--- src/rtl/bu2x_pkg.sv ---
// ---------------------------------------------------------------------------
// bu2x_pkg
// shared types and constants of the bilinear 2x upscaler
// ---------------------------------------------------------------------------
package bu2x_pkg;

    localparam int MAX_SOURCE_WIDTH  = 1024;
    localparam int MAX_SOURCE_HEIGHT = 1024;

    localparam int PIX_W   = 24;
    localparam int CHAN_W  = 8;
    localparam int NUM_CH  = PIX_W / CHAN_W;
    localparam int COORD_W = 11;
    localparam int CFG_W   = 11;

    localparam int COL_W  = $clog2(MAX_SOURCE_WIDTH);
    localparam int ROW_W  = $clog2(MAX_SOURCE_HEIGHT);
    localparam int WCMP_W = (COL_W + 1 > CFG_W) ? COL_W + 1 : CFG_W;
    localparam int HCMP_W = (ROW_W + 1 > CFG_W) ? ROW_W + 1 : CFG_W;

    localparam int IN_TDATA_W  = ((PIX_W + 7) / 8) * 8;
    localparam int OUT_RAW_W   = PIX_W + 2 * COORD_W;
    localparam int OUT_TDATA_W = ((OUT_RAW_W + 7) / 8) * 8;
    localparam int OUT_PAD_W   = OUT_TDATA_W - OUT_RAW_W;
    localparam int OUT_X_LSB   = PIX_W;
    localparam int OUT_Y_LSB   = PIX_W + COORD_W;

    localparam int CFG_ADDR_W = 1;

    localparam logic [CFG_W-1:0] SOURCE_WIDTH_RST  = CFG_W'(320);
    localparam logic [CFG_W-1:0] SOURCE_HEIGHT_RST = CFG_W'(240);

    typedef enum logic [CFG_ADDR_W-1:0] {
        CFG_SOURCE_WIDTH  = 1'b0,
        CFG_SOURCE_HEIGHT = 1'b1
    } cfg_idx_t;

    typedef logic [PIX_W-1:0]   pix_t;
    typedef logic [COORD_W-1:0] coord_t;
    typedef pix_t [3:0]         quad_t;

    // beat order within a block: top-left, top-right, bottom-left, bottom-right
    typedef logic [1:0] beat_t;
    localparam beat_t BEAT_FIRST = 2'd0;
    localparam beat_t BEAT_LAST  = 2'd3;

    typedef struct packed {
        logic first_row;
        logic first_col;
    } pos_t;

endpackage

--- src/rtl/bu2x_blend.sv ---
// ---------------------------------------------------------------------------
// bu2x_blend
// per-channel truncating averages for one 2x2 output block
// ---------------------------------------------------------------------------
module bu2x_blend (
    input  bu2x_pkg::pix_t  cur,
    input  bu2x_pkg::pix_t  left,
    input  bu2x_pkg::pix_t  up,
    input  bu2x_pkg::pix_t  up_left,
    input  bu2x_pkg::pos_t  pos,
    output bu2x_pkg::quad_t quad
);
    import bu2x_pkg::*;

    pix_t avg_left;
    pix_t avg_up;
    pix_t avg_four;

    always_comb
    begin
        logic [CHAN_W:0]   sum2_l;
        logic [CHAN_W:0]   sum2_u;
        logic [CHAN_W+1:0] sum4;
        avg_left = '0;
        avg_up   = '0;
        avg_four = '0;
        for (int ch = 0; ch < NUM_CH; ch++)
        begin
            sum2_l = {1'b0, cur[ch*CHAN_W +: CHAN_W]} + {1'b0, left[ch*CHAN_W +: CHAN_W]};
            sum2_u = {1'b0, cur[ch*CHAN_W +: CHAN_W]} + {1'b0, up[ch*CHAN_W +: CHAN_W]};
            sum4   = {1'b0, sum2_l} + {2'b00, up[ch*CHAN_W +: CHAN_W]}
                   + {2'b00, up_left[ch*CHAN_W +: CHAN_W]};
            avg_left[ch*CHAN_W +: CHAN_W] = sum2_l[CHAN_W:1];
            avg_up[ch*CHAN_W +: CHAN_W]   = sum2_u[CHAN_W:1];
            avg_four[ch*CHAN_W +: CHAN_W] = sum4[CHAN_W+1:2];
        end
    end

    always_comb
    begin
        quad[3] = cur;
        priority if (pos.first_row && pos.first_col)
        begin
            quad[0] = cur;
            quad[1] = cur;
            quad[2] = cur;
        end
        else if (pos.first_row)
        begin
            quad[0] = avg_left;
            quad[1] = cur;
            quad[2] = avg_left;
        end
        else if (pos.first_col)
        begin
            quad[0] = avg_up;
            quad[1] = avg_up;
            quad[2] = cur;
        end
        else
        begin
            quad[0] = avg_four;
            quad[1] = avg_up;
            quad[2] = avg_left;
        end
    end

endmodule

--- config.mk ---
export PLATFORM = sky130hd
export DESIGN_NAME = bu2x_blend
export DESIGN_NICKNAME = d
export VERILOG_FILES = /design/src/rtl/bu2x_pkg.sv /design/src/rtl/bu2x_blend.sv
export SDC_FILE = /design/constraint.sdc
export NUM_CORES = 1
export LEC_CHECK = 0
export ABC_AREA = 1
export BUFFER_PORTS_ARGS = -buffer_cell sky130_fd_sc_hd__buf_4
export CORE_ASPECT_RATIO = 1.4
export CORE_MARGIN = 8
export CORE_UTILIZATION = 45
export DETAILED_ROUTE_END_ITERATION = 8
export PLACE_DENSITY_LB_ADDON = 0.2
export SETUP_SLACK_MARGIN = 0.3
export SYNTH_ARGS = -nofsm -noshare
export SYNTH_HDL_FRONTEND = slang
export SYNTH_SLANG_ARGS = --single-unit
--- constraint.sdc ---
create_clock -name vclk -period 8.3
set_input_delay 1.245 -clock vclk [all_inputs]
set_output_delay 1.245 -clock vclk [all_outputs]
set_load 0.01 [all_outputs]
==> report_table.html, run 1 <==
<table>
<tr><th>Metric</th><th>Value</th></tr>
<tr><th colspan="2">Status</th></tr>
<tr><td>Status</td><td>completed</td></tr>
<tr><th colspan="2">Synthesis</th></tr>
<tr><td>Adder-cell share of the synthesized area</td><td>29.88%</td></tr>
<tr><td>Synthesized Nets</td><td>1005</td></tr>
<tr><td>Simple-gate area share of the yosys netlist</td><td>38.15%</td></tr>
<tr><td>Number of synthesis warnings</td><td>0</td></tr>
<tr><td>Unique cell type count in the Yosys netlist</td><td>36</td></tr>
<tr><td>Dominant combinational cell family by area after synthesis</td><td>simple AND/OR/NAND/NOR gates</td></tr>
<tr><td>Mapped cell area</td><td>0.004900 mm^2</td></tr>
<tr><td>Post-synthesis instance total</td><td>808</td></tr>
<tr><td>Post-synthesis share of cell area spent on xor and xnor gates</td><td>4.162%</td></tr>
<tr><td>Average footprint of a synthesized cell</td><td>6.064 um^2</td></tr>
<tr><td>Portion of netlist area occupied by mux cells</td><td>0%</td></tr>
<tr><td>Compound-gate portion of the synthesized area</td><td>14.04%</td></tr>
<tr><td>Sequential element share of the synthesized area</td><td>0%</td></tr>
<tr><th colspan="2">Power</th></tr>
<tr><td>Leakage power total</td><td>3.572 nW</td></tr>
<tr><td>Maximum ir drop on the vdd rail</td><td>0.00006846 V</td></tr>
<tr><td>Power density normalized to cell area</td><td>116.5 mW/mm^2</td></tr>
<tr><th colspan="2">Global routing</th></tr>
<tr><td>Total gr overflow</td><td>0</td></tr>
<tr><td>First-pass GRT wire length</td><td>26.32 mm</td></tr>
<tr><td>Number of antenna violations at the first check in global routing</td><td>0</td></tr>
<tr><td>Vias in the first global route</td><td>5647</td></tr>
<tr><td>Overall track demand over capacity in global routing</td><td>21.26%</td></tr>
<tr><td>Pin count of the biggest net entering global routing</td><td>51</td></tr>
<tr><th colspan="2">Cells and area</th></tr>
<tr><td>Number of clock buffers in the layout</td><td>0</td></tr>
<tr><td>Fraction of layout instances using a drive strength above 1</td><td>22.89%</td></tr>
<tr><td>Layout Area Growth over Synthesis</td><td>27.30%</td></tr>
<tr><td>Final Instance Area</td><td>0.006237 mm^2</td></tr>
<tr><td>Commonest cells after routing, fill and taps aside</td><td>nand2_1, buf_4, inv_1</td></tr>
<tr><td>Antenna diode count</td><td>0</td></tr>
<tr><td>Register area</td><td>0 um^2</td></tr>
<tr><td>Most common cell after layout, fill and taps aside</td><td>nand2_1</td></tr>
<tr><td>Sequential cell count of the final layout</td><td>0</td></tr>
<tr><td>Fill count</td><td>1089</td></tr>
<tr><td>Multi-input combinational cell area</td><td>0.004225 mm^2</td></tr>
<tr><td>Nets@finish</td><td>1160</td></tr>
<tr><td>Final standard cell utilization of the core</td><td>58.00%</td></tr>
<tr><th colspan="2">Critical path</th></tr>
<tr><td>CP Data Required Time</td><td>7.05 ns</td></tr>
<tr><td>CP Cell Sequence</td><td>buf_4, ha_1, inv_1, fa_1, nand3b_1, nand2_2, nand2_2, nand2_1, nand2_2, nand2_1, inv_1, fa_1, ha_1, a21oi_1, o21ai_0, o21ai_0, nand2_1, nand2_1, inv_1, buf_4</td></tr>
<tr><td>Nature of the critical path startpoint</td><td>input pin</td></tr>
<tr><td>Arrival time at the worst endpoint</td><td>4.25 ns</td></tr>
<tr><td>Delay of the slowest cell on the worst path</td><td>0.43 ns</td></tr>
<tr><td>Worst path most repeated cell</td><td>nand2_1</td></tr>
<tr><td>WP buf/inv</td><td>5</td></tr>
<tr><td>CP top delay family</td><td>adder cells</td></tr>
<tr><td>Largest fanout on the critical path</td><td>5</td></tr>
<tr><td>Worst setup path start</td><td>cur[0]</td></tr>
<tr><td>Cell with the biggest individual delay on the critical path</td><td>fa_1</td></tr>
<tr><td>Cell depth of the worst setup path</td><td>20</td></tr>
<tr><td>CP Class</td><td>in -&gt; out</td></tr>
<tr><td>Critical Path End Type</td><td>primary output</td></tr>
<tr><td>Critical Path End</td><td>quad[7]</td></tr>
<tr><th colspan="2">Timing</th></tr>
<tr><td>Sum of negative setup slack</td><td>0 ns</td></tr>
<tr><td>Transition time at the pin with the least slew margin</td><td>0.8510 ns</td></tr>
<tr><td>Achievable clock frequency</td><td>182.1 MHz</td></tr>
<tr><td>Pins Over Slew Limit</td><td>0</td></tr>
<tr><td>Share of the clock period used by the worst path after layout</td><td>66.17%</td></tr>
<tr><td>Final hold viol count</td><td>0</td></tr>
<tr><td>Max-slew headroom at the worst pin</td><td>43.18%</td></tr>
<tr><td>Shortest clock period the worst path allows after layout</td><td>5.492 ns</td></tr>
<tr><td>Final WS setup</td><td>2.808 ns</td></tr>
<tr><td>Number of setup violations in the final report</td><td>0</td></tr>
<tr><td>Unrepaired setup endpoints after global routing</td><td>false</td></tr>
<tr><th colspan="2">Placement</th></tr>
<tr><td>Global placement routability congestion</td><td>0.9340</td></tr>
<tr><td>Placement-stage worst setup slack</td><td>2.836 ns</td></tr>
<tr><td>DP Wirelength</td><td>13.67 mm</td></tr>
<tr><td>Placed Area</td><td>0.006237 mm^2</td></tr>
<tr><td>Number of buffers inserted by port buffering</td><td>194</td></tr>
<tr><th colspan="2">Die</th></tr>
<tr><td>Effective utilization at floorplan</td><td>45.56%</td></tr>
<tr><td>Number of ports placed on the die boundary</td><td>194</td></tr>
<tr><td>Area of the placeable core</td><td>0.01075 mm^2</td></tr>
<tr><td>Num rows</td><td>45</td></tr>
<tr><td>Die Y-Extent</td><td>139.5 um</td></tr>
<tr><td>Area enclosed by the die boundary</td><td>0.01453 mm^2</td></tr>
<tr><td>Width of the die</td><td>104.2 um</td></tr>
<tr><th colspan="2">Drt</th></tr>
<tr><td>Iteration-0 DRC count of the detailed router</td><td>178</td></tr>
<tr><td>Average wire length per cell after detail routing</td><td>14.70 um</td></tr>
<tr><td>Final routed DRC violation total</td><td>0</td></tr>
<tr><td>Total iterations of the first detailed-routing run</td><td>4</td></tr>
<tr><td>Vias after detailed routing</td><td>5619</td></tr>
<tr><td>Vias per Instance</td><td>5.099</td></tr>
<tr><td>Routed Wire Length</td><td>16.20 mm</td></tr>
<tr><td>Post-route antenna net violation count</td><td>0</td></tr>
<tr><th colspan="2">Hold path</th></tr>
<tr><td>Hold/Removal Path Class</td><td>in -&gt; out</td></tr>
<tr><th colspan="2">Clock network</th></tr>
<tr><td>Total setup buffers inserted after CTS</td><td>0</td></tr>
<tr><td>Post-CTS Hold Fix Bufs</td><td>0</td></tr>
<tr><td>Post-cts resize count</td><td>0</td></tr>
<tr><th colspan="2">Run</th></tr>
<tr><td>Max-capacitance violation count</td><td>0</td></tr>
</table>
## how the worst min path moves through the flow
stage,from,end,slack [ns],cells after the start
4_1_cts,cur[20],quad[92],2.71,2
5_1_grt,cur[20],quad[92],2.72,2
3_5_place_dp,cur[20],quad[92],2.71,2
2_1_floorplan,cur[0],quad[72],2.58,1
3_3_place_gp,cur[18],quad[90],2.71,2
6_report,cur[19],quad[91],2.70,2
## where the power goes
part | switching, mW | leakage (nW) | total (mW) | internal, mW
registers | 0 | 0 | 0 | 0
logic | 0.410 | 3.57 | 0.727 | 0.317
clock network | 0 | 0 | 0 | 0
## cell type report
type	count	share of cell area [%]
well taps	141	2.828
inverters	101	6.078
repair buffers	194	23.35
multi-input cells	666	67.74
## Yosys cell counts, drive strengths merged
master	number	share of area [%]
clkbuf	2	0.15
nor2	31	2.5
nand4	7	0.89
xnor2	3	0.54
nor3b	2	0.31
o21ai	42	4.7
ha	69	18
and2	7	0.89
o21a	11	1.7
a21boi	3	0.46
nand2	285	22
o211ai	1	0.15
buf	39	5.9
o311ai	3	0.54
nand3	83	8.7
inv	101	7.7
o31a	1	0.18
a31oi	5	0.64
a211oi	1	0.15
o221ai	3	0.54
nand3b	16	2.6
a21o	2	0.31
fa	30	12
a21oi	44	4.5
o21bai	1	0.15
xor2	16	3.6
## layer usage
metal	part of all wire (%)	global-route usage, %	up-vias
met5	0	0	-
met4	2.4	5.432	0
met3	4.6	2.865	24
met2	54	42.75	153
met1	39	22.10	2507
li1	-	-	2935
## through the flow
| stage | instances | power [mW] | hold WS, ns |
|---|---|---|---|
| floorplan | 808 | 0.4889 | 2.582 |
| global placement | 1102 | 0.7188 | 2.706 |
| detailed placement | 1102 | 0.7254 | 2.706 |
| CTS | 1102 | 0.7294 | 2.707 |
| global route | 1102 | 0.8236 | 2.717 |
| finish | 1102 | 0.7267 | 2.704 |
## cell families after synthesis
kind of cell    after synthesis
compound gates              117
xor+xnor                     19
fa+ha+maj                    99
buf+inv                     142
simple gates                431
(Power assumes the default switching activity.)
==> run 2: changes to the inputs <==
clock period = 5.46 ns   (was 8.3 ns; I/O delays follow)
==> run 2 against run 1 <==
Against the previous run: critical path depth did not move; global-route usage rose by 0.17 points; wire length increased by 0.14%; non-clock buffer count did not move; via count up 0.16%; first-iteration DRC count fell by 18%; clock-buffer cell count did not move; combinational power is 53% higher; hold slack got worse by 0.85 ns; utilization stayed put; critical path type unchanged; critical endpoint unchanged; highest routed layer unchanged.
==> report_table.html, run 2 (same netlist as run 1, synthesis figures left out) <==
<table>
<tr><th>Metric</th><th>Value</th></tr>
<tr><th colspan="2">Status</th></tr>
<tr><td>Status</td><td>completed (unchanged)</td></tr>
<tr><th colspan="2">Global routing</th></tr>
<tr><td>Overall track demand over capacity in global routing</td><td>21.43% (was 21.26%)</td></tr>
<tr><td>Pin count of the biggest net entering global routing</td><td>51 (unchanged)</td></tr>
<tr><td>Vias in the first global route</td><td>5733 (was 5647)</td></tr>
<tr><td>Number of antenna violations at the first check in global routing</td><td>0 (unchanged)</td></tr>
<tr><td>First-pass GRT wire length</td><td>26.68 mm (was 26.32 mm)</td></tr>
<tr><td>Total gr overflow</td><td>0 (unchanged)</td></tr>
<tr><th colspan="2">Critical path</th></tr>
<tr><td>CP Cell Sequence</td><td>buf_4, ha_1, inv_1, fa_1, nand3b_1, nand2_2, nand2_2, nand2_1, nand2_2, nand2_1, inv_1, fa_1, ha_1, a21oi_1, o21ai_0, o21ai_0, nand2_1, nand2_1, inv_1, buf_4 (unchanged)</td></tr>
<tr><td>Delay of the slowest cell on the worst path</td><td>0.43 ns (about the same)</td></tr>
<tr><td>Cell with the biggest individual delay on the critical path</td><td>fa_1 (unchanged)</td></tr>
<tr><td>CP Data Required Time</td><td>4.64 ns (was 7.05 ns)</td></tr>
<tr><td>Worst path most repeated cell</td><td>nand2_1 (unchanged)</td></tr>
<tr><td>Critical Path End Type</td><td>primary output (unchanged)</td></tr>
<tr><td>CP Class</td><td>in -&gt; out (unchanged)</td></tr>
<tr><td>Nature of the critical path startpoint</td><td>input pin (unchanged)</td></tr>
<tr><td>Arrival time at the worst endpoint</td><td>3.81 ns (was 4.25 ns)</td></tr>
<tr><td>Largest fanout on the critical path</td><td>5 (unchanged)</td></tr>
<tr><th colspan="2">Drt</th></tr>
<tr><td>Total iterations of the first detailed-routing run</td><td>4 (unchanged)</td></tr>
<tr><td>Vias per Instance</td><td>5.107 (was 5.099)</td></tr>
<tr><td>Post-route antenna net violation count</td><td>0 (unchanged)</td></tr>
<tr><td>Iteration-0 DRC count of the detailed router</td><td>146 (was 178)</td></tr>
<tr><td>Routed Wire Length</td><td>16.22 mm (was 16.20 mm)</td></tr>
<tr><td>Final routed DRC violation total</td><td>0 (unchanged)</td></tr>
<tr><td>Average wire length per cell after detail routing</td><td>14.72 um (was 14.70 um)</td></tr>
<tr><td>Vias after detailed routing</td><td>5628 (was 5619)</td></tr>
<tr><th colspan="2">Die</th></tr>
<tr><td>Die Y-Extent</td><td>139.5 um (unchanged)</td></tr>
<tr><td>Effective utilization at floorplan</td><td>45.56% (unchanged)</td></tr>
<tr><td>Area enclosed by the die boundary</td><td>0.01453 mm^2 (unchanged)</td></tr>
<tr><td>Number of ports placed on the die boundary</td><td>194 (unchanged)</td></tr>
<tr><td>Area of the placeable core</td><td>0.01075 mm^2 (unchanged)</td></tr>
<tr><td>Width of the die</td><td>104.2 um (unchanged)</td></tr>
<tr><td>Num rows</td><td>45 (unchanged)</td></tr>
<tr><th colspan="2">Cells and area</th></tr>
<tr><td>Multi-input combinational cell area</td><td>0.004225 mm^2 (unchanged)</td></tr>
<tr><td>Number of clock buffers in the layout</td><td>0 (unchanged)</td></tr>
<tr><td>Antenna diode count</td><td>0 (unchanged)</td></tr>
<tr><td>Register area</td><td>0 um^2 (unchanged)</td></tr>
<tr><td>Most common cell after layout, fill and taps aside</td><td>nand2_1 (unchanged)</td></tr>
<tr><td>Layout Cells excl Fill</td><td>1102 (unchanged)</td></tr>
<tr><td>Nets@finish</td><td>1160 (unchanged)</td></tr>
<tr><td>Commonest cells after routing, fill and taps aside</td><td>nand2_1, buf_4, inv_1 (unchanged)</td></tr>
<tr><td>Fill count</td><td>1130 (was 1089)</td></tr>
<tr><td>Sequential cell count of the final layout</td><td>0 (unchanged)</td></tr>
<tr><td>Layout Area Growth over Synthesis</td><td>27.30% (unchanged)</td></tr>
<tr><td>Fraction of layout instances using a drive strength above 1</td><td>22.89% (unchanged)</td></tr>
<tr><th colspan="2">Run</th></tr>
<tr><td>Max-capacitance violation count</td><td>0 (unchanged)</td></tr>
<tr><th colspan="2">Placement</th></tr>
<tr><td>DP Wirelength</td><td>13.60 mm (was 13.67 mm)</td></tr>
<tr><td>Global placement routability congestion</td><td>0.9320 (was 0.9340)</td></tr>
<tr><td>Number of buffers inserted by port buffering</td><td>194 (unchanged)</td></tr>
<tr><td>Total placed cells including tap cells</td><td>1102 (unchanged)</td></tr>
<tr><th colspan="2">Power</th></tr>
<tr><td>Leakage power total</td><td>3.572 nW (unchanged)</td></tr>
<tr><td>Power density normalized to cell area</td><td>177.3 mW/mm^2 (was 116.5 mW/mm^2)</td></tr>
<tr><td>Maximum ir drop on the vdd rail</td><td>0.0001088 V (was 0.00006846 V)</td></tr>
<tr><td>Tot Pwr</td><td>1.106 mW (was 0.7267 mW)</td></tr>
<tr><th colspan="2">Timing</th></tr>
<tr><td>Achievable clock frequency</td><td>216.0 MHz</td></tr>
<tr><td>Transition time at the pin with the least slew margin</td><td>0.8911 ns (was 0.8510 ns)</td></tr>
<tr><td>Final hold viol count</td><td>0 (unchanged)</td></tr>
<tr><td>Sum of negative setup slack</td><td>0 ns (unchanged)</td></tr>
<tr><td>Unrepaired setup endpoints after global routing</td><td>false (unchanged)</td></tr>
<tr><td>Pins Over Slew Limit</td><td>0 (unchanged)</td></tr>
<tr><td>Max-slew headroom at the worst pin</td><td>40.50% (was 43.18%)</td></tr>
<tr><td>Number of setup violations in the final report</td><td>0 (unchanged)</td></tr>
<tr><td>Share of the clock period used by the worst path after layout</td><td>84.78%</td></tr>
<tr><td>Shortest clock period the worst path allows after layout</td><td>4.629 ns</td></tr>
<tr><th colspan="2">Clock network</th></tr>
<tr><td>Total setup buffers inserted after CTS</td><td>0 (unchanged)</td></tr>
<tr><td>Post-CTS Hold Fix Bufs</td><td>0 (unchanged)</td></tr>
<tr><td>Post-cts resize count</td><td>0 (unchanged)</td></tr>
<tr><th colspan="2">Hold path</th></tr>
<tr><td>Hold/Removal Path Class</td><td>in -&gt; out (unchanged)</td></tr>
</table>
==> run 2: cell counts in the layout (fill, tap and decap cells not counted) <==
Identical to the previous run, type by type.
==> run 2: cell type report <==
class	instances	area share (%)
multi-input combinational	666	67.74
tap	141	2.828
inverter	101	6.078
timing repair buffer	194	23.35
==> run 2: routing by layer <==
layer	wire, um	GRT usage [%]
met1	6285	22.69
met2	8724	42.72
met3	774	2.819
met4	440	5.279
met5	0	0
==> run 2: power breakdown <==
part	total, mW	internal [mW]	switching, mW	leakage [nW]
clock network	0	0	0	0
registers	0	0	0	0
logic	1.11	0.482	0.624	3.57
total	1.11	0.482	0.624	3.57
==> run 2: worst max-delay path: cells and delay by family <==
family,cells,cell delay (ns)
fa+ha+maj,4,1.35
simple gates,8,0.72
buf+inv,5,0.38
compound gates,3,0.54
==> run 2: worst paths after layout <==
kind	cells after the start	start	end
worst max-delay path	20	cur[0]	quad[7]
worst min-delay path	2	cur[19]	quad[91]
==> run 2: per-stage QoR <==
step	util (%)	setup WS (ns)	area (um^2)	hold slack, ns
finish	58.00	0.8311	6237	1.854
global route	58.00	0.4877	6237	1.868
CTS	58.00	0.8164	6237	1.855
detailed placement	58.00	0.8364	6237	1.855
global placement	58.00	0.8701	6237	1.854
floorplan	-	1.297	4900	1.730
